File: src/hw/rtl/text_console_writer_assert.svh
// Assertion macros shared by the console RTL.
// Each macro expands to a labeled concurrent assertion in simulation and to
// nothing when SYNTHESIS is defined.
`ifndef TEXT_CONSOLE_WRITER_ASSERT_SVH
`define TEXT_CONSOLE_WRITER_ASSERT_SVH

`ifndef SYNTHESIS

// same-cycle implication
`define ASSERT_IMPLY(label, clk, rst_n, ante, cons) \
	label: assert property (@(posedge clk) disable iff (!rst_n) (ante) |-> (cons)) \
		else $error("assertion failed: same-cycle implication");

// next-cycle implication
`define ASSERT_NEXT(label, clk, rst_n, ante, cons) \
	label: assert property (@(posedge clk) disable iff (!rst_n) (ante) |=> (cons)) \
		else $error("assertion failed: next-cycle implication");

`else

`define ASSERT_IMPLY(label, clk, rst_n, ante, cons)
`define ASSERT_NEXT(label, clk, rst_n, ante, cons)

`endif

`endif

File: src/hw/rtl/tcw_pkg.sv
package tcw_pkg;

	// screen geometry
	localparam int COLUMNS = 80;
	localparam int ROWS    = 25;
	localparam int CELLS   = COLUMNS * ROWS;
	localparam int ROW_W   = 5;
	localparam int COL_W   = 7;
	localparam int ADDR_W  = $clog2(CELLS);

	// biases that make any signed sum non-negative before the modulo
	localparam int COL_BIAS = ((128 + COLUMNS - 1) / COLUMNS) * COLUMNS;
	localparam int ROW_BIAS = ((ROWS + 127 + ROWS - 1) / ROWS) * ROWS;

	// command queue between front and back
	localparam int QDEPTH = 4;
	localparam int QPTR_W = $clog2(QDEPTH);

	// config port
	localparam int CFG_ADDR_W = 3;
	localparam logic REG_BASE_ATTR = 1'b0;

	localparam logic [7:0] RESET_COLOR = 8'h02;

	// character codes
	localparam logic [7:0] CH_NUL    = 8'h00;
	localparam logic [7:0] CH_BS     = 8'h08;
	localparam logic [7:0] CH_NL     = 8'h0A;
	localparam logic [7:0] CH_SPACE  = 8'h20;
	localparam logic [7:0] CH_HASH   = 8'h23;
	localparam logic [7:0] CH_DOLLAR = 8'h24;
	localparam logic [7:0] CH_PCT    = 8'h25;
	localparam logic [7:0] CH_ZERO   = 8'h30;
	localparam logic [7:0] CH_NINE   = 8'h39;
	localparam logic [7:0] CH_UA     = 8'h41;
	localparam logic [7:0] CH_UF     = 8'h46;
	localparam logic [7:0] CH_LA     = 8'h61;
	localparam logic [7:0] CH_LF     = 8'h66;

	// request modes
	localparam logic [2:0] MODE_FMT   = 3'd0;
	localparam logic [2:0] MODE_RAW   = 3'd1;
	localparam logic [2:0] MODE_SET   = 3'd2;
	localparam logic [2:0] MODE_MOVE  = 3'd3;
	localparam logic [2:0] MODE_CLEAR = 3'd4;
	localparam logic [2:0] MODE_READ  = 3'd5;

	// back-end operations
	typedef enum logic [2:0] {
		OP_NOP   = 3'd0,
		OP_PUT   = 3'd1,
		OP_SET   = 3'd2,
		OP_MOVE  = 3'd3,
		OP_CLEAR = 3'd4,
		OP_READ  = 3'd5
	} op_t;

	typedef struct packed {
		op_t         op;
		logic        resp;       // this command closes its request
		logic [7:0]  ch;
		logic [7:0]  attr;
		logic [7:0]  col_arg;    // two's complement
		logic [7:0]  row_arg;    // two's complement
		logic [10:0] cell_index;
	} cmd_t;

	typedef struct packed {
		logic init_busy;         // reset clearing pass still running
	} back_status_t;

	// {valid, value} of a hex digit
	function automatic logic [4:0] hex_decode(logic [7:0] c);
		logic [7:0] d;
		logic [4:0] r;
		r = 5'b0;
		d = 8'h00;
		if (c >= CH_ZERO && c <= CH_NINE) begin
			d = c - CH_ZERO;
			r = {1'b1, d[3:0]};
		end else if (c >= CH_LA && c <= CH_LF) begin
			d = c - CH_LA + 8'd10;
			r = {1'b1, d[3:0]};
		end else if (c >= CH_UA && c <= CH_UF) begin
			d = c - CH_UA + 8'd10;
			r = {1'b1, d[3:0]};
		end
		return r;
	endfunction

	// non-negative modulo of a small signed value; v + bias must be below 16*n
	function automatic logic [7:0] wrap_mod(logic [9:0] v, logic [9:0] n, logic [9:0] bias);
		logic [10:0] acc;
		logic [10:0] step;
		acc = {v[9], v} + {1'b0, bias};
		for (int s = 3; s >= 0; s--) begin
			step = {1'b0, n} << s;
			if (acc >= step)
				acc = acc - step;
		end
		return acc[7:0];
	endfunction

endpackage

File: src/hw/rtl/tcw_front.sv
module tcw_front (
	input  logic                  clk,
	input  logic                  arst_n,
	input  logic                  req_valid,
	output logic                  req_ready,
	input  logic [2:0]            mode,
	input  logic [7:0]            ch,
	input  logic signed [7:0]     col_arg,
	input  logic signed [7:0]     row_arg,
	input  logic [10:0]           cell_index,
	input  logic [7:0]            base_attr,
	input  tcw_pkg::back_status_t status,
	input  logic                  q_ready,
	output logic                  push,
	output tcw_pkg::cmd_t         push_cmd
);

	// escape parser states
	typedef enum logic [3:0] {
		P_NORMAL = 4'b0001,
		P_PCT    = 4'b0010,
		P_HASH   = 4'b0100,
		P_TEXT   = 4'b1000
	} parse_t;

	parse_t        ps_q, nxt_ps;
	logic [7:0]    color_q, nxt_color;
	logic [3:0]    txt_q, nxt_txt;
	logic          pend_q;
	tcw_pkg::cmd_t pend_cmd_q;

	logic          accept;
	logic [4:0]    hex;
	logic [7:0]    norm_col;
	logic          use_norm;
	logic          norm_second;
	logic          two;
	tcw_pkg::cmd_t base_cmd, c0, c1, ncmd;

	assign req_ready = !pend_q && q_ready && !status.init_busy;
	assign accept    = req_valid && req_ready;
	assign hex       = tcw_pkg::hex_decode(ch);

	// color a plain character takes when it is handled in normal state
	assign norm_col = (ps_q == P_TEXT) ? {base_attr[7:4], txt_q} : color_q;

	always_comb begin
		base_cmd.op         = tcw_pkg::OP_NOP;
		base_cmd.resp       = 1'b1;
		base_cmd.ch         = ch;
		base_cmd.attr       = color_q;
		base_cmd.col_arg    = col_arg;
		base_cmd.row_arg    = row_arg;
		base_cmd.cell_index = cell_index;
	end

	// classify the request into one or two back-end commands
	always_comb begin
		nxt_ps      = ps_q;
		nxt_color   = color_q;
		nxt_txt     = txt_q;
		c0          = base_cmd;
		c1          = base_cmd;
		two         = 1'b0;
		use_norm    = 1'b0;
		norm_second = 1'b0;
		ncmd        = base_cmd;

		case (mode)
			tcw_pkg::MODE_FMT: begin
				case (ps_q)
					P_PCT: begin
						nxt_ps = P_NORMAL;
						if (ch == tcw_pkg::CH_PCT) begin
							c0.op = tcw_pkg::OP_PUT;
						end else if (ch == tcw_pkg::CH_HASH) begin
							nxt_ps = P_HASH;
						end else begin
							// print the held percent, then treat ch as plain
							c0.op       = tcw_pkg::OP_PUT;
							c0.ch       = tcw_pkg::CH_PCT;
							c0.resp     = 1'b0;
							two         = 1'b1;
							use_norm    = 1'b1;
							norm_second = 1'b1;
						end
					end
					P_HASH: begin
						nxt_ps = P_NORMAL;
						if (ch == tcw_pkg::CH_DOLLAR) begin
							nxt_color = base_attr;
						end else if (hex[4]) begin
							nxt_txt = hex[3:0];
							nxt_ps  = P_TEXT;
						end else begin
							use_norm = 1'b1;
						end
					end
					P_TEXT: begin
						nxt_ps = P_NORMAL;
						if (hex[4]) begin
							nxt_color = {hex[3:0], txt_q};
						end else begin
							nxt_color = {base_attr[7:4], txt_q};
							use_norm  = 1'b1;
						end
					end
					default: begin
						use_norm = 1'b1;
					end
				endcase
			end
			tcw_pkg::MODE_RAW: begin
				c0.op   = tcw_pkg::OP_PUT;
				c0.attr = base_attr;
			end
			tcw_pkg::MODE_SET:   c0.op = tcw_pkg::OP_SET;
			tcw_pkg::MODE_MOVE:  c0.op = tcw_pkg::OP_MOVE;
			tcw_pkg::MODE_CLEAR: c0.op = tcw_pkg::OP_CLEAR;
			tcw_pkg::MODE_READ:  c0.op = tcw_pkg::OP_READ;
			default:             c0.op = tcw_pkg::OP_NOP;
		endcase

		// plain-character handling: NUL resets color, percent opens an escape
		if (use_norm) begin
			ncmd.attr = norm_col;
			if (ch == tcw_pkg::CH_NUL) begin
				nxt_color = base_attr;
				nxt_ps    = P_NORMAL;
			end else if (ch == tcw_pkg::CH_PCT) begin
				nxt_ps = P_PCT;
			end else begin
				ncmd.op = tcw_pkg::OP_PUT;
			end
			if (norm_second)
				c1 = ncmd;
			else
				c0 = ncmd;
		end
	end

	// one command into the queue per cycle while it has room, second one parked in pend
	always_comb begin
		push     = 1'b0;
		push_cmd = c0;
		if (pend_q) begin
			push     = q_ready;
			push_cmd = pend_cmd_q;
		end else if (accept) begin
			push = 1'b1;
		end
	end

	always_ff @(posedge clk) begin
		if (accept && two)
			pend_cmd_q <= c1;
	end

	always_ff @(posedge clk or negedge arst_n) begin
		if (!arst_n) begin
			ps_q    <= P_NORMAL;
			color_q <= tcw_pkg::RESET_COLOR;
			txt_q   <= 4'h0;
			pend_q  <= 1'b0;
		end else begin
			if (accept) begin
				ps_q    <= nxt_ps;
				color_q <= nxt_color;
				txt_q   <= nxt_txt;
			end
			if (accept && two)
				pend_q <= 1'b1;
			else if (pend_q && q_ready)
				pend_q <= 1'b0;
		end
	end

endmodule

File: config.mk
export PLATFORM = sky130hd
export DESIGN_NAME = tcw_front
export DESIGN_NICKNAME = d
export VERILOG_FILES = /design/src/hw/rtl/text_console_writer_assert.svh /design/src/hw/rtl/tcw_pkg.sv /design/src/hw/rtl/tcw_front.sv
export SDC_FILE = /design/constraint.sdc
export NUM_CORES = 1
export LEC_CHECK = 0
export ABC_AREA = 0
export BUFFER_PORTS_ARGS = -buffer_cell sky130_fd_sc_hd__buf_2
export CAP_MARGIN = 40
export CORE_ASPECT_RATIO = 1.2
export CORE_MARGIN = 5
export CORE_UTILIZATION = 54
export CTS_CLUSTER_SIZE = 20
export DETAILED_ROUTE_END_ITERATION = 6
export GPL_TIMING_DRIVEN = 0
export PLACE_DENSITY = 0.81
export SYNTH_ARGS = -nofsm -noshare
export SYNTH_HDL_FRONTEND = slang
export SYNTH_SLANG_ARGS = --single-unit
File: constraint.sdc
create_clock -name clk -period 5.75 [get_ports clk]
set_clock_uncertainty 0.15 [all_clocks]
set_input_delay 0.8625 -clock clk [delete_from_list [all_inputs] [get_ports clk]]
set_output_delay 0.8625 -clock clk [all_outputs]
set_load 0.03 [all_outputs]
==> results.ini <==
[final_layout]
num_antenna_cells = 0
area_growth_pct = 22.0
finalInstanceArea_um2 = 4700
fillCellCount = 545
num-nets-final = 539
drive_above_1_share_pct = 36.2

[pwr]
internal_power_mw = 0.730
power_per_cell_area_nw_per_um2 = 211
switching_power_mw = 0.261
p_clk_share_pct = 38.3
ir_drop_v = 0.000168
p_leak_nw = 1.86
seqPwrFrac_pct = 47.6
sw_frac_of_total_pct = 26.3
combPwrFrac_pct = 14.1

[critical_path]
cp_top_family = compound AO/OA/AOI/OAI gates
cp_common_cell = buf_2
worstSetupStartpointType = input pin
cp.arrival_ns = 3.18
worstSetupEndpointType = output port
cp_data_required_time_ns = 4.74
crit_type = input pin to output port
path_cells = buf_2, inv_1, ha_1, nor3b_1, and4bb_1, buf_4, a211oi_1, o21ai_1, a21oi_1, buf_2
crit_path_max_fanout = 10
cp.buffers_inverters = 4
cpPeakStageDelay_ns = 0.62
cp_slowest_cell = a211oi_1

[clocking]
clk_latency_ns = 0.34
cts_resized = 0
cts.sinks = 61
postCtsSetupRepairBufs = 0
cts_tree = done
clkTransAtPathRegs_ns = 0.07
h-tree-depth = 3
clockBufferDepth = 2
cts-root-buf = clkbuf_8
cts_made_buffers = 9
cts_hold_buf = 0

[synth]
synth-simple-area-share_pct = 17.2
ys_async_sr_fraction_pct = 27.9
synth_fa_ha_area_share_pct = 1.30
synthFlopType = edfxtp_1
netlist_area_um2 = 3850
synthXorXnorAreaFrac_pct = 0.455
synth_edf_count = 44
synthDistinctLibCells = 62
synth-compound-area-share_pct = 17.7
synth_top_family_by_area = compound AO/OA/AOI/OAI gates
syn_inst = 368
postSynthNetCount = 423
ys_ff_latch = 61
synth.area.mux_share_pct = 12.2
seq_area_frac_synth_pct = 45.4
yosysWarnings = 0
syn_avg_cell_area_um2 = 10.5

[detailed_routing]
drc = 0
drtIter0Drc = 502
vias = 3603
routed_wirelength_um = 11000
first_pass_iters = 5
post_drt_wl_per_cell_um = 19.1
antenna_left = 0
via_per_inst = 6.26

[global_routing]
grt_pass1_wl_um = 17600
overflow = 0
grt_use_total_pct = 25.7
grt_max_degree = 18
antenna_found_initial = 0
grt_pass1_vias = 3512

[die]
fp.dieW_um = 87.1
row_count = 33
io_pins = 100
initial_core_util_pct = 55.9
die_area_um2 = 8930
dieHeight_um = 103
core-area_um2 = 6900

[timing]
hold_viol_final = 0
min_period_ns = 4.20
worst_pin_slew_ns = 0.961
setup_tns_ns = 0
min_period_over_period_pct = 73.0
finalSetupViolations = 0
slew_violations = 0
max-slew-margin-rel_pct = 35.8
rsz0062_at_grt = false
fmax_mhz = 238

[flow_run]
drv_cap = 0

[worst_hold_path]
holdCritPathClass = input pin to asynchronous set/reset pin

[place]
hpwlAfterDp_um = 8050
place_congestion = 0.950
postPlaceCellArea_um2 = 4510
io_buffers = 99

[status]
status = finished, final reports clean

-- cell type report --
class	count	area, µm²	area share, %
inverter	9	33.8	0.718
sequential	61	1750	37.2
clock inverter	5	51.3	1.09
buffer	31	186	3.96
multi-input combinational	267	1890	40.2
tap	87	109	2.32
timing repair buffer	105	542	11.5
clock buffer	11	141	3.01
-- power groups by stage --
stage                     sequential, mW  combinational [mW]  clock, mW
after floorplan                    0.481              0.0833          0
final                              0.472               0.140      0.380
after detailed placement           0.481               0.139          0
after CTS                          0.472               0.139      0.383
after global routing               0.472               0.150      0.402
after global placement             0.481               0.135          0
-- placed cells by master, fill, tap and decap left out, drive strengths merged, types with 12 or more instances in the layout --
master	instances
edfxtp	44
o21ai	33
a21oi	16
clkbuf	32
nand2	41
nor3	15
dfrtp	15
buf	113
mux2	33
nor2	12
-- worst reg2reg max path, cell delays in order, from the launching register on --
cell     delay (ns)
dfrtp_1        0.36
buf_4          0.16
nor4b_1        0.59
nand2_1        0.32
nor3_2         0.53
buf_4          0.27
buf_4          0.22
buf_4          0.24
-- metrics by stage --
stage / power, mW / hold WS [ns] / worst slack (ns) / std cells / util (%)
2_1_floorplan: 0.565 / 0.321 / 0.383 / 368 / -
3_3_place_gp: 0.617 / 0.353 / -1.33 / 554 / 64.7
3_5_place_dp: 0.620 / 0.362 / 1.60 / 560 / 65.4
4_1_cts: 0.994 / 0.301 / 1.59 / 576 / 68.2
5_1_grt: 1.02 / 0.322 / 1.33 / 576 / 68.2
6_report: 0.991 / 0.311 / 1.55 / 576 / 68.2
-- worst paths after layout --
| path | start | end | slack, ns | depth (start not counted) |
|---|---|---|---|---|
| worst max-delay path | ch[1] | push_cmd[44] | 1.55 | 10 |
| worst min-delay path | arst_n | pend_q | 0.31 | 1 |
| worst max register to register | ps_q[3] | pend_cmd_q[9] | 2.62 | 7 |
| worst min register to register | txt_q[3] | txt_q[3] | 0.37 | 2 |
| max in group asynchronous | arst_n | color_q[1] | 4.78 | 1 |
| min in group clk | txt_q[3] | txt_q[3] | 0.37 | 2 |
-- synth_stat cells, drive strengths merged (5+ instances only) --
library cell | n | share of area, %
a21oi | 16 | 2.1
a221oi | 6 | 1.4
buf | 9 | 2.5
clkbuf | 21 | 2.1
dfrtp | 15 | 9.7
edfxtp | 44 | 34
inv | 9 | 0.88
mux2 | 33 | 9.6
mux2i | 10 | 2.6
nand2 | 41 | 4.0
nand2b | 5 | 0.81
nand3 | 10 | 1.3
nand4 | 6 | 0.97
nor2 | 12 | 1.6
nor3 | 15 | 1.9
nor3b | 5 | 0.97
nor4b | 5 | 1.9
o21ai | 33 | 4.4
o22ai | 5 | 0.81
o311a | 5 | 1.3
o31ai | 7 | 1.5
-- logic make-up after synthesis --
kind of cell / count (synthesis)
xor+xnor: 2
buf+inv: 40
compound gates: 101
simple gates: 117
mux: 43
flops: 61
fa+ha+maj: 4
-- registers in the layout (all words and copies together) (netlist names) --
signal,count
color_q,8
pend_cmd_q,44
pend_q,1
ps_q,4
txt_q,4
-- metal layers --
metal | GRT usage [%] | wire length [µm] | vias up | share of wire, %
met5 | 0 | 0 | - | 0
met4 | 11.5 | 381 | 0 | 3.5
met3 | 5.92 | 972 | 43 | 8.9
met2 | 42.6 | 5300 | 213 | 48
met1 | 32.1 | 4330 | 1710 | 39
li1 | - | - | 1637 | -
Note: power is estimated with default switching activity, not from simulation.
