**src/hw/rtl/text_console_writer_assert.svh**
```systemverilog
// Assertion macros shared by the console RTL.
// Each macro expands to a labeled concurrent assertion in simulation and to
// nothing when SYNTHESIS is defined.
`ifndef TEXT_CONSOLE_WRITER_ASSERT_SVH
`define TEXT_CONSOLE_WRITER_ASSERT_SVH

`ifndef SYNTHESIS

// same-cycle implication
`define ASSERT_IMPLY(label, clk, rst_n, ante, cons) \
	label: assert property (@(posedge clk) disable iff (!rst_n) (ante) |-> (cons)) \
		else $error("assertion failed: same-cycle implication");

// next-cycle implication
`define ASSERT_NEXT(label, clk, rst_n, ante, cons) \
	label: assert property (@(posedge clk) disable iff (!rst_n) (ante) |=> (cons)) \
		else $error("assertion failed: next-cycle implication");

`else

`define ASSERT_IMPLY(label, clk, rst_n, ante, cons)
`define ASSERT_NEXT(label, clk, rst_n, ante, cons)

`endif

`endif

```
**src/hw/rtl/tcw_pkg.sv**
```systemverilog
package tcw_pkg;

	// screen geometry
	localparam int COLUMNS = 80;
	localparam int ROWS    = 25;
	localparam int CELLS   = COLUMNS * ROWS;
	localparam int ROW_W   = 5;
	localparam int COL_W   = 7;
	localparam int ADDR_W  = $clog2(CELLS);

	// biases that make any signed sum non-negative before the modulo
	localparam int COL_BIAS = ((128 + COLUMNS - 1) / COLUMNS) * COLUMNS;
	localparam int ROW_BIAS = ((ROWS + 127 + ROWS - 1) / ROWS) * ROWS;

	// command queue between front and back
	localparam int QDEPTH = 4;
	localparam int QPTR_W = $clog2(QDEPTH);

	// config port
	localparam int CFG_ADDR_W = 3;
	localparam logic REG_BASE_ATTR = 1'b0;

	localparam logic [7:0] RESET_COLOR = 8'h02;

	// character codes
	localparam logic [7:0] CH_NUL    = 8'h00;
	localparam logic [7:0] CH_BS     = 8'h08;
	localparam logic [7:0] CH_NL     = 8'h0A;
	localparam logic [7:0] CH_SPACE  = 8'h20;
	localparam logic [7:0] CH_HASH   = 8'h23;
	localparam logic [7:0] CH_DOLLAR = 8'h24;
	localparam logic [7:0] CH_PCT    = 8'h25;
	localparam logic [7:0] CH_ZERO   = 8'h30;
	localparam logic [7:0] CH_NINE   = 8'h39;
	localparam logic [7:0] CH_UA     = 8'h41;
	localparam logic [7:0] CH_UF     = 8'h46;
	localparam logic [7:0] CH_LA     = 8'h61;
	localparam logic [7:0] CH_LF     = 8'h66;

	// request modes
	localparam logic [2:0] MODE_FMT   = 3'd0;
	localparam logic [2:0] MODE_RAW   = 3'd1;
	localparam logic [2:0] MODE_SET   = 3'd2;
	localparam logic [2:0] MODE_MOVE  = 3'd3;
	localparam logic [2:0] MODE_CLEAR = 3'd4;
	localparam logic [2:0] MODE_READ  = 3'd5;

	// back-end operations
	typedef enum logic [2:0] {
		OP_NOP   = 3'd0,
		OP_PUT   = 3'd1,
		OP_SET   = 3'd2,
		OP_MOVE  = 3'd3,
		OP_CLEAR = 3'd4,
		OP_READ  = 3'd5
	} op_t;

	typedef struct packed {
		op_t         op;
		logic        resp;       // this command closes its request
		logic [7:0]  ch;
		logic [7:0]  attr;
		logic [7:0]  col_arg;    // two's complement
		logic [7:0]  row_arg;    // two's complement
		logic [10:0] cell_index;
	} cmd_t;

	typedef struct packed {
		logic init_busy;         // reset clearing pass still running
	} back_status_t;

	// {valid, value} of a hex digit
	function automatic logic [4:0] hex_decode(logic [7:0] c);
		logic [7:0] d;
		logic [4:0] r;
		r = 5'b0;
		d = 8'h00;
		if (c >= CH_ZERO && c <= CH_NINE) begin
			d = c - CH_ZERO;
			r = {1'b1, d[3:0]};
		end else if (c >= CH_LA && c <= CH_LF) begin
			d = c - CH_LA + 8'd10;
			r = {1'b1, d[3:0]};
		end else if (c >= CH_UA && c <= CH_UF) begin
			d = c - CH_UA + 8'd10;
			r = {1'b1, d[3:0]};
		end
		return r;
	endfunction

	// non-negative modulo of a small signed value; v + bias must be below 16*n
	function automatic logic [7:0] wrap_mod(logic [9:0] v, logic [9:0] n, logic [9:0] bias);
		logic [10:0] acc;
		logic [10:0] step;
		acc = {v[9], v} + {1'b0, bias};
		for (int s = 3; s >= 0; s--) begin
			step = {1'b0, n} << s;
			if (acc >= step)
				acc = acc - step;
		end
		return acc[7:0];
	endfunction

endpackage

```
**src/hw/rtl/tcw_queue.sv**
```systemverilog
`include "text_console_writer_assert.svh"

module tcw_queue (
	input  logic          clk,
	input  logic          arst_n,
	input  logic          push,
	input  tcw_pkg::cmd_t push_cmd,
	output logic          ready,
	input  logic          pop,
	output tcw_pkg::cmd_t head,
	output logic          not_empty
);

	tcw_pkg::cmd_t               slot_q [tcw_pkg::QDEPTH];
	logic [tcw_pkg::QPTR_W-1:0]  wr_ptr_q;
	logic [tcw_pkg::QPTR_W-1:0]  rd_ptr_q;
	logic [tcw_pkg::QPTR_W:0]    count_q;

	assign ready     = count_q != (tcw_pkg::QPTR_W + 1)'(tcw_pkg::QDEPTH);
	assign not_empty = count_q != '0;
	assign head      = slot_q[rd_ptr_q];

	// storage, no reset on payload
	always_ff @(posedge clk) begin
		if (push)
			slot_q[wr_ptr_q] <= push_cmd;
	end

	// pointers and fill count
	always_ff @(posedge clk or negedge arst_n) begin
		if (!arst_n) begin
			wr_ptr_q <= '0;
			rd_ptr_q <= '0;
			count_q  <= '0;
		end else begin
			if (push)
				wr_ptr_q <= wr_ptr_q + 1'b1;
			if (pop)
				rd_ptr_q <= rd_ptr_q + 1'b1;
			case ({push, pop})
				2'b10:   count_q <= count_q + 1'b1;
				2'b01:   count_q <= count_q - 1'b1;
				default: count_q <= count_q;
			endcase
		end
	end

	`ASSERT_IMPLY(a_no_overflow, clk, arst_n, !ready, !push)
	`ASSERT_IMPLY(a_no_underflow, clk, arst_n, !not_empty, !pop)

endmodule

```
**config.mk**
```make
export PLATFORM = sky130hd
export DESIGN_NAME = tcw_queue
export DESIGN_NICKNAME = d
export VERILOG_FILES = /design/src/hw/rtl/tcw_pkg.sv /design/src/hw/rtl/tcw_queue.sv
export VERILOG_INCLUDE_DIRS = /design/src /design/src/hw/rtl
export SDC_FILE = /design/constraint.sdc
export NUM_CORES = 1
export LEC_CHECK = 0
export BUFFER_PORTS_ARGS = -buffer_cell sky130_fd_sc_hd__buf_4
export CAP_MARGIN = 20
export CORE_ASPECT_RATIO = 1.75
export CORE_MARGIN = 2
export CORE_UTILIZATION = 36
export CTS_BUF_LIST = sky130_fd_sc_hd__clkbuf_2 sky130_fd_sc_hd__clkbuf_4 sky130_fd_sc_hd__clkbuf_8
export CTS_CLUSTER_DIAMETER = 40
export DETAILED_ROUTE_END_ITERATION = 16
export PLACE_DENSITY_LB_ADDON = 0.08
export SYNTH_ARGS = -nofsm -noshare
export SYNTH_HDL_FRONTEND = slang
export SYNTH_SLANG_ARGS = --single-unit
```
**constraint.sdc**
```tcl
create_clock -name clk -period 2.9 [get_ports clk]
set_input_delay 0.58 -clock clk [delete_from_list [all_inputs] [get_ports clk]]
set_output_delay 0.58 -clock clk [all_outputs]
set_load 0.01 [all_outputs]
```
==> flow_metrics.env, run 1 <==
export IMPL_via_per_inst=4.85
export IMPL_start_util_pct=36.6
export IMPL_design_die_area_um2=21200
export IMPL_grt_pass1_wl_um=20700
export IMPL_dp_hpwl_um=8270
export IMPL_hp_class="primary input to flop"
export IMPL_numCtsBuffers=17
export IMPL_rsz0062_at_grt="no"
export IMPL_fin_util_pct=44.3
export IMPL_cts_resized_gates=0
export IMPL_avgSynthCellArea_um2=25.4
export IMPL_critPathMostFrequentCell="buf_4"
export IMPL_synth_cell_types=20
export IMPL_die_w_um=111
export IMPL_power_leakage_nw=2.98
export IMPL_power_density_nw_per_um2=959
export IMPL_wl_um=13700
export IMPL_syn_nets=340
export IMPL_fmax_ghz=0.365
export IMPL_synth_top_cell_area_share_pct=78.4
export IMPL_hold_depth=2
export IMPL_fin_crit_ps=2740
export IMPL_antenna_found_initial=0
export IMPL_path_class="flop to output pin"
export IMPL_num_io_pins=100
export IMPL_cp_arrival_ps=2160
export IMPL_synth_common_cells="188 x edfxtp_1, 45 x mux4_2, 7 x dfrtp_1"
export IMPL_nFillCells=1711
export IMPL_grt_pass1_vias=3549
export IMPL_rows=68
export IMPL_synthCells=283
export IMPL_tritoncts="done"
export IMPL_clkTransAtPathRegs_ps=90
export IMPL_portBuffers=99
export IMPL_ant_nets=0
export IMPL_setup_slack_ps=160
export IMPL_path_delay_family="flip-flops"
export IMPL_crit_chain="buf_4 -> mux4_2 -> buf_4"
export IMPL_grt_total_usage_pct=13.6
export IMPL_hold_viol=0
export IMPL_fin_skew_ps=6.67
export IMPL_area_growth_pct=20.9
export IMPL_coreArea_um2=19700
export IMPL_layout_nets=458
export IMPL_cts_sinks=195
export IMPL_drive_above_1_share_pct=46.4
export IMPL_antennaDiodeCount=0
export IMPL_drt_first_pass_iters=4
export IMPL_synth_edf_count=188
export IMPL_place_gp_congestion=0.721
export IMPL_vias=3195
export IMPL_die_h_um=191
export IMPL_globalRouteOverflowTotal=0
export IMPL_vdd_drop_max_v=0.000520
export IMPL_worstPathMaxFanout=21
export IMPL_post_synth_top_count_cell="edfxtp_1"
export IMPL_critical_path_max_stage_delay_ps=730
export IMPL_outcome="complete, no violations"
export IMPL_end_kind="output pin"
export IMPL_start_kind="flop"
export IMPL_reg2reg_depth=4
export IMPL_worst_path_buf_inv=2
export IMPL_async_reset_ff_share_pct=3.59
export IMPL_netlist_area_um2=7200
export IMPL_routedWlPerCell_um=20.8
export IMPL_rrSetupSlack_ps=1220
export IMPL_finalMaxSlewViolations=0
export IMPL_htreeDepth=4
export IMPL_pre_cts_ws_ps=595
export IMPL_fin_setup_tns_ps=0
export IMPL_path_depth=3
export IMPL_cts_buffer_depth=2
export IMPL_required_ps=2320
export IMPL_ys_ff_latch=195
export IMPL_root_buffer="clkbuf_8"
export IMPL_yosys_top_cells_area="edfxtp_1 78%, mux4_2 14%, dfrtp_1 2.4%, ha_1 0.87%, mux4_1 0.73%"
export IMPL_synth_seq_area_share_pct=80.8
export IMPL_drt_initial_drc_count=158
export IMPL_clock_latency_ps=460
export IMPL_slowest_stage="dfrtp_4"
export IMPL_slew_headroom_pct=69.6
export IMPL_grt_max_degree=48
export IMPL_ys_flop_type="edfxtp_1"
export IMPL_fin_crit_sh_pct=94.5
export IMPL_setup_violations=0
export IMPL_drcViolationCount=0
export IMPL_ys_warn_count=0
export IMPL_max_cap_violations=0
export IMPL_worst_pin_slew_ps=456
export IMPL_yosys_area_top_type="edfxtp_1"
==> kinds of logic after synthesis <==
kind of cell | after synthesis | synth area share (%)
flip-flops | 195 | 80.8
multiplexers | 47 | 14.8
buffers and inverters | 17 | 1.65
AND/OR/NAND/NOR | 10 | 0.712
XOR/XNOR | 6 | 0.730
adder cells (fa/ha/maj) | 6 | 1.15
AO/OA/AOI/OAI | 2 | 0.139
==> flip-flops by register name (all words and copies together) (netlist names) <==
register and flops:
rd_ptr_q 2, wr_ptr_q 2, count_q 3, slot_q 188
==> per-layer routing <==
layer  track usage (%)  vias to the layer above  wire [um]
li1                  -                     1421          -
met1              14.7                     1694       5190
met2              24.8                       64       7700
met3              3.90                       16        528
met4              5.77                        0        261
met5                 0                        -          0
==> through the flow <==
step / cell area (um^2) / instances / hold slack, ps / total power (W)
2_1_floorplan: 7200 / 283 / 284 / 0.00554
3_3_place_gp: 8300 / 626 / 404 / 0.00677
3_5_place_dp: 8300 / 626 / 403 / 0.00681
4_1_cts: 8700 / 659 / 257 / 0.00854
5_1_grt: 8700 / 659 / 263 / 0.00878
6_report: 8700 / 659 / 302 / 0.00835
==> final timing paths <==
| path | from | endpoint |
|---|---|---|
| max | rd_ptr_q[0] | head[16] |
| min | pop | rd_ptr_q[0] |
| max reg2reg | wr_ptr_q[0] | slot_q[2][23] |
| min reg2reg | count_q[2] | count_q[2] |
| max in group asynchronous | arst_n | rd_ptr_q[0] |
| min in group asynchronous | arst_n | count_q[2] |
==> placed cells by master, fill, tap and decap left out, drive strengths merged, types with 3 or more instances in the layout <==
cell type	instances
inv	7
and2	4
clkinvlp	3
dfrtp	7
ha	5
nand2	3
buf	109
clkbuf	23
xor2	4
mux4	47
edfxtp	188
clkinv	3
==> cell type report <==
cell class	count	area, um^2	share of cell area, %
Clock buffer	23	285	3.28
Clock inverter	9	106	1.22
Inverter	6	22.5	0.259
Multi-Input combinational cell	71	1270	14.6
Sequential cell	195	5830	66.9
Tap cell	245	307	3.52
Timing Repair Buffer	110	891	10.2
==> power breakdown <==
group / switching [W] / internal [W] / leakage, nW
combinational: 0.00130 / 0.00143 / 0.977
sequential: 0.000215 / 0.00369 / 1.81
clock: 0.000887 / 0.000835 / 0.197
total: 0.00240 / 0.00595 / 2.98
==> what timing repair did <==
action | 4_1_cts | 5_1_grt
endpoints found under the hold margin | 7 | 0
hold buffers | 1 | 0
setup buffers | 0 | 0
==> worst register-to-register path, stage by stage, from the launching register on <==
cell	delay, ps
dfrtp_1	440
inv_1	100
ha_1	130
and2_2	360
buf_12	310
(Power assumes the default switching activity.)
==> inputs of run 2 (changes only) <==
--- a/config.mk
+++ b/config.mk
@@ -14,6 +14,7 @@
 export CTS_BUF_LIST = sky130_fd_sc_hd__clkbuf_2 sky130_fd_sc_hd__clkbuf_4 sky130_fd_sc_hd__clkbuf_8
 export CTS_CLUSTER_DIAMETER = 40
 export DETAILED_ROUTE_END_ITERATION = 16
+export HOLD_SLACK_MARGIN = 0.1
 export PLACE_DENSITY_LB_ADDON = 0.08
 export SYNTH_ARGS = -nofsm -noshare
 export SYNTH_HDL_FRONTEND = slang
==> constraint.sdc (replaced) <==
create_clock -name clk -period 3.52 [get_ports clk]
set_input_delay 0.704 -clock clk [delete_from_list [all_inputs] [get_ports clk]]
set_output_delay 0.704 -clock clk [all_outputs]
set_load 0.01 [all_outputs]
==> flow_metrics.env, run 2 (synthesized netlist as in run 1, its figures left out) <==
export IMPL_worstReg2RegStart="wr_ptr_q[0]"
export IMPL_crit_end="head[0]"
export IMPL_hold_viol=0
export IMPL_worstPathMaxFanout=16
export IMPL_cts_buffer_depth=2
export IMPL_vdd_drop_max_v=0.000478
export IMPL_dp_hpwl_um=8030
export IMPL_hp_class="primary input to flop"
export IMPL_drt_first_pass_iters=4
export IMPL_placedInstanceArea_um2=8270
export IMPL_grt_total_usage_pct=12.9
export IMPL_rrSetupSlack_ps=1590
export IMPL_drive_above_1_share_pct=45.5
export IMPL_final_common_cell="edfxtp_1"
export IMPL_via_per_inst=4.88
export IMPL_globalRouteOverflowTotal=0
export IMPL_rows=68
export IMPL_root_buffer="clkbuf_8"
export IMPL_critPathMostFrequentCell="buf_4"
export IMPL_max_cap_violations=0
export IMPL_clkTransAtPathRegs_ps=100
export IMPL_fin_crit_ps=2900
export IMPL_die_h_um=191
export IMPL_start_kind="flop"
export IMPL_power_leakage_nw=2.94
export IMPL_r2r_end="slot_q[2][30]"
export IMPL_crit_start="rd_ptr_q[0]"
export IMPL_area_growth_pct=19.8
export IMPL_stdcell_area_um2=8620
export IMPL_portBuffers=99
export IMPL_crit_chain="buf_4 -> mux4_1 -> buf_4"
export IMPL_vias=3211
export IMPL_rsz0062_at_grt="no"
export IMPL_fin_setup_tns_ps=0
export IMPL_fmax_ghz=0.344
export IMPL_htreeDepth=4
export IMPL_drcViolationCount=0
export IMPL_grt_max_degree=48
export IMPL_antennaDiodeCount=0
export IMPL_total_power_w=0.00669
export IMPL_slew_headroom_pct=49.2
export IMPL_layout_common_cells="188 x edfxtp_1, 105 x buf_4, 45 x mux4_2, 17 x clkbuf_8, 6 x inv_1"
export IMPL_tritoncts="done"
export IMPL_coreArea_um2=19700
export IMPL_cts_resized_gates=0
export IMPL_numCtsBuffers=17
export IMPL_clock_latency_ps=450
export IMPL_grt_pass1_vias=3515
export IMPL_cp_arrival_ps=2200
export IMPL_end_kind="output pin"
export IMPL_largestRegisters="slot_q: 188 flops, count_q: 3 flops"
export IMPL_path_class="flop to output pin"
export IMPL_drt_initial_drc_count=107
export IMPL_ant_nets=0
export IMPL_layout_nets=457
export IMPL_die_w_um=111
export IMPL_outcome="complete, no violations"
export IMPL_fin_crit_sh_pct=82.5
export IMPL_routedWlPerCell_um=19.9
export IMPL_setup_violations=0
export IMPL_antenna_found_initial=0
export IMPL_wl_um=13100
export IMPL_slowest_stage="dfrtp_4"
export IMPL_place_gp_congestion=0.695
export IMPL_fin_skew_ps=10.4
export IMPL_reg2reg_depth=4
export IMPL_design_die_area_um2=21200
export IMPL_required_ps=2820
export IMPL_power_density_nw_per_um2=775
export IMPL_critical_path_max_stage_delay_ps=640
export IMPL_largest_reg_flops=188
export IMPL_grt_pass1_wl_um=20000
export IMPL_start_util_pct=36.6
export IMPL_num_io_pins=100
export IMPL_regMostFlops="slot_q"
export IMPL_worst_pin_slew_ps=762
export IMPL_cts_sinks=195
export IMPL_finalMaxSlewViolations=0
## run 2: what timing repair did
item / 4_1_cts / 5_1_grt
hold buffers: 1 / 0
endpoints found under the setup margin: 0 / 0
buffers inserted: 0 / 0
endpoints found under the hold margin: 7 / 0
## run 2: report_power, final
part | leakage (nW) | internal [W] | switching, W | total, W
Sequential | 1.81 | 0.00304 | 0.000209 | 0.00325
Clock | 0.169 | 0.000495 | 0.000772 | 0.00127
Combinational | 0.967 | 0.00115 | 0.00102 | 0.00217
## run 2: final cells by class
class,instances,area (um^2)
Fill cell,1702,11000
Sequential cell,195,5830
Tap cell,245,307
Timing Repair Buffer,109,858
Inverter,6,22.5
Clock buffer,17,234
Multi-Input combinational cell,71,1270
Clock inverter,15,110
## run 2: critical path: cells and delay by family, from the launching register on
kind,cells,cell delay [ps]
flip-flops,1,640
buffers and inverters,2,520
multiplexers,1,590
## run 2: per-stage QoR
step | setup WS (ps) | cells | hold WS (ps) | utilization, %
finish | 616 | 658 | 445 | 43.9
global route | 443 | 658 | 406 | 43.9
CTS | 524 | 658 | 401 | 43.9
detailed placement | 1050 | 625 | 487 | 42.1
global placement | 1050 | 625 | 484 | 42.1
floorplan | 1280 | 283 | 408 | -
## run 2: worst min-delay path by stage
| stage | from | end | slack, ps | cells past startpoint |
|---|---|---|---|---|
| after floorplan | arst_n | count_q[0] | 410 | 0 |
| after global placement | count_q[2] | count_q[2] | 480 | 1 |
| after detailed placement | count_q[2] | count_q[2] | 490 | 1 |
| after CTS | push_cmd[36] | slot_q[1][36] | 400 | 1 |
| after global routing | push_cmd[39] | slot_q[2][39] | 410 | 1 |
| final | push_cmd[36] | slot_q[1][36] | 440 | 1 |
## run 2: per-layer routing
metal	share of wire, %	vias to the layer above	wire, um	global-route usage, %
met5	0	-	0	0
li1	-	1417	-	-
met4	1.3	0	165	5.34
met1	38	1710	4980	14.5
met3	4.6	7	597	3.39
met2	56	77	7370	23.2
==> inputs of run 3 (changes only) <==
==> constraint.sdc (replaced) <==
create_clock -name clk -period 2.65 [get_ports clk]
set_input_delay 0.53 -clock clk [delete_from_list [all_inputs] [get_ports clk]]
set_output_delay 0.53 -clock clk [all_outputs]
set_load 0.01 [all_outputs]
==> flow_metrics.env, run 3 (synthesized netlist as in run 1, its figures left out) <==
export IMPL_outcome="complete, no violations"
export IMPL_clock_latency_ps=460
export IMPL_num_io_pins=100
export IMPL_final_common_cell="edfxtp_1"
export IMPL_hp_class="primary input to flop"
export IMPL_portBuffers=99
export IMPL_regMostFlops="slot_q"
export IMPL_cp_arrival_ps=1950
export IMPL_fin_setup_tns_ps=0
export IMPL_layout_nets=463
export IMPL_power_leakage_nw=3.01
export IMPL_layout_common_cells="188 x edfxtp_1, 107 x buf_4, 45 x mux4_2, 17 x clkbuf_8, 7 x buf_12"
export IMPL_antennaDiodeCount=0
export IMPL_setup_violations=0
export IMPL_rows=68
export IMPL_fin_crit_ps=2480
export IMPL_largestRegisters="slot_q: 188 flops, count_q: 3 flops"
export IMPL_r2r_end="slot_q[2][20]"
export IMPL_largest_reg_flops=188
export IMPL_worstPathMaxFanout=15
export IMPL_start_util_pct=36.6
export IMPL_grt_pass1_vias=3649
export IMPL_vdd_drop_max_v=0.000854
export IMPL_hold_viol=0
export IMPL_drcViolationCount=0
export IMPL_grt_max_degree=48
export IMPL_ant_nets=0
export IMPL_drt_first_pass_iters=4
export IMPL_start_kind="flop"
export IMPL_cts_buffer_depth=2
export IMPL_vias=3237
export IMPL_tritoncts="done"
export IMPL_root_buffer="clkbuf_8"
export IMPL_die_w_um=111
export IMPL_nFillCells=1694
export IMPL_power_density_nw_per_um2=1050
export IMPL_crit_end="head[15]"
export IMPL_stdcell_area_um2=8750
export IMPL_worstReg2RegStart="wr_ptr_q[0]"
export IMPL_place_gp_congestion=0.677
export IMPL_design_die_area_um2=21200
export IMPL_placedInstanceArea_um2=8320
export IMPL_crit_start="rd_ptr_q[1]"
export IMPL_end_kind="output pin"
export IMPL_numCtsBuffers=17
export IMPL_rsz0062_at_grt="no"
export IMPL_slew_headroom_pct=68.7
export IMPL_wl_um=13900
export IMPL_coreArea_um2=19700
export IMPL_finalMaxSlewViolations=0
export IMPL_total_power_w=0.00919
export IMPL_max_cap_violations=0
export IMPL_fin_crit_sh_pct=93.7
export IMPL_globalRouteOverflowTotal=0
export IMPL_clkTransAtPathRegs_ps=110
export IMPL_path_class="flop to output pin"
export IMPL_grt_total_usage_pct=13.7
export IMPL_grt_pass1_wl_um=21000
export IMPL_via_per_inst=4.88
export IMPL_dp_hpwl_um=8430
export IMPL_multi_input_area_um2=1270
export IMPL_rrSetupSlack_ps=1140
export IMPL_drive_above_1_share_pct=47.0
export IMPL_fin_skew_ps=19.6
export IMPL_htreeDepth=4
export IMPL_worst_pin_slew_ps=469
export IMPL_fmax_ghz=0.403
export IMPL_drt_initial_drc_count=127
export IMPL_routedWlPerCell_um=21.0
export IMPL_reg2reg_depth=4
export IMPL_required_ps=2120
export IMPL_cts_sinks=195
export IMPL_die_h_um=191
export IMPL_area_growth_pct=21.5
export IMPL_antenna_found_initial=0
export IMPL_seq_area_um2=5830
run 3: area by class of cell:
type | count | share of cell area [%]
timing repair buffer | 115 | 10.9
multi-input combinational | 71 | 14.5
clock buffer | 18 | 2.76
sequential | 195 | 66.6
inverter | 6 | 0.257
tap | 245 | 3.50
clock inverter | 14 | 1.56
run 3: where the power goes:
part           switching [W]  leakage (nW)  internal (W)
registers           0.000234          1.81       0.00403
logic                0.00145          1.01       0.00165
clock network        0.00111         0.197      0.000711
run 3: worst min path at each step:
stage / from / endpoint / slack, ps / cells after the start
2_1_floorplan: arst_n / count_q[0] / 230 / 0
3_5_place_dp: arst_n / count_q[2] / 360 / 1
3_3_place_gp: arst_n / count_q[2] / 360 / 1
4_1_cts: push_cmd[6] / slot_q[2][6] / 220 / 1
6_report: push_cmd[6] / slot_q[2][6] / 260 / 1
5_1_grt: push_cmd[6] / slot_q[2][6] / 220 / 1
run 3: per-stage QoR:
step | instances | hold slack [ps] | worst slack [ps] | utilization, %
after global placement | 627 | 357 | 437 | 42.3
final | 664 | 265 | 167 | 44.5
after floorplan | 283 | 234 | 495 | -
after detailed placement | 627 | 359 | 428 | 42.3
after CTS | 664 | 216 | 80.8 | 44.5
after global routing | 664 | 215 | 53.5 | 44.5
run 3: what timing repair did:
action,in CTS,in global routing
resized for setup,0,0
endpoints found under the hold margin,7,0
hold buffers,1,0
setup buffers,4,0
setup endpoints to repair,32,0
run 3: routing by layer:
metal | track usage (%) | wire, um | part of all wire [%]
met4 | 5.10 | 207 | 1.5
met5 | 0 | 0 | 0
met2 | 25.5 | 7990 | 57
met1 | 14.8 | 5220 | 37
met3 | 3.61 | 536 | 3.8
run 3: worst max-delay path, stage by stage (launching register included):
cell	delay [ps]
dfrtp_2	680
buf_4	310
mux4_2	340
buf_4	160
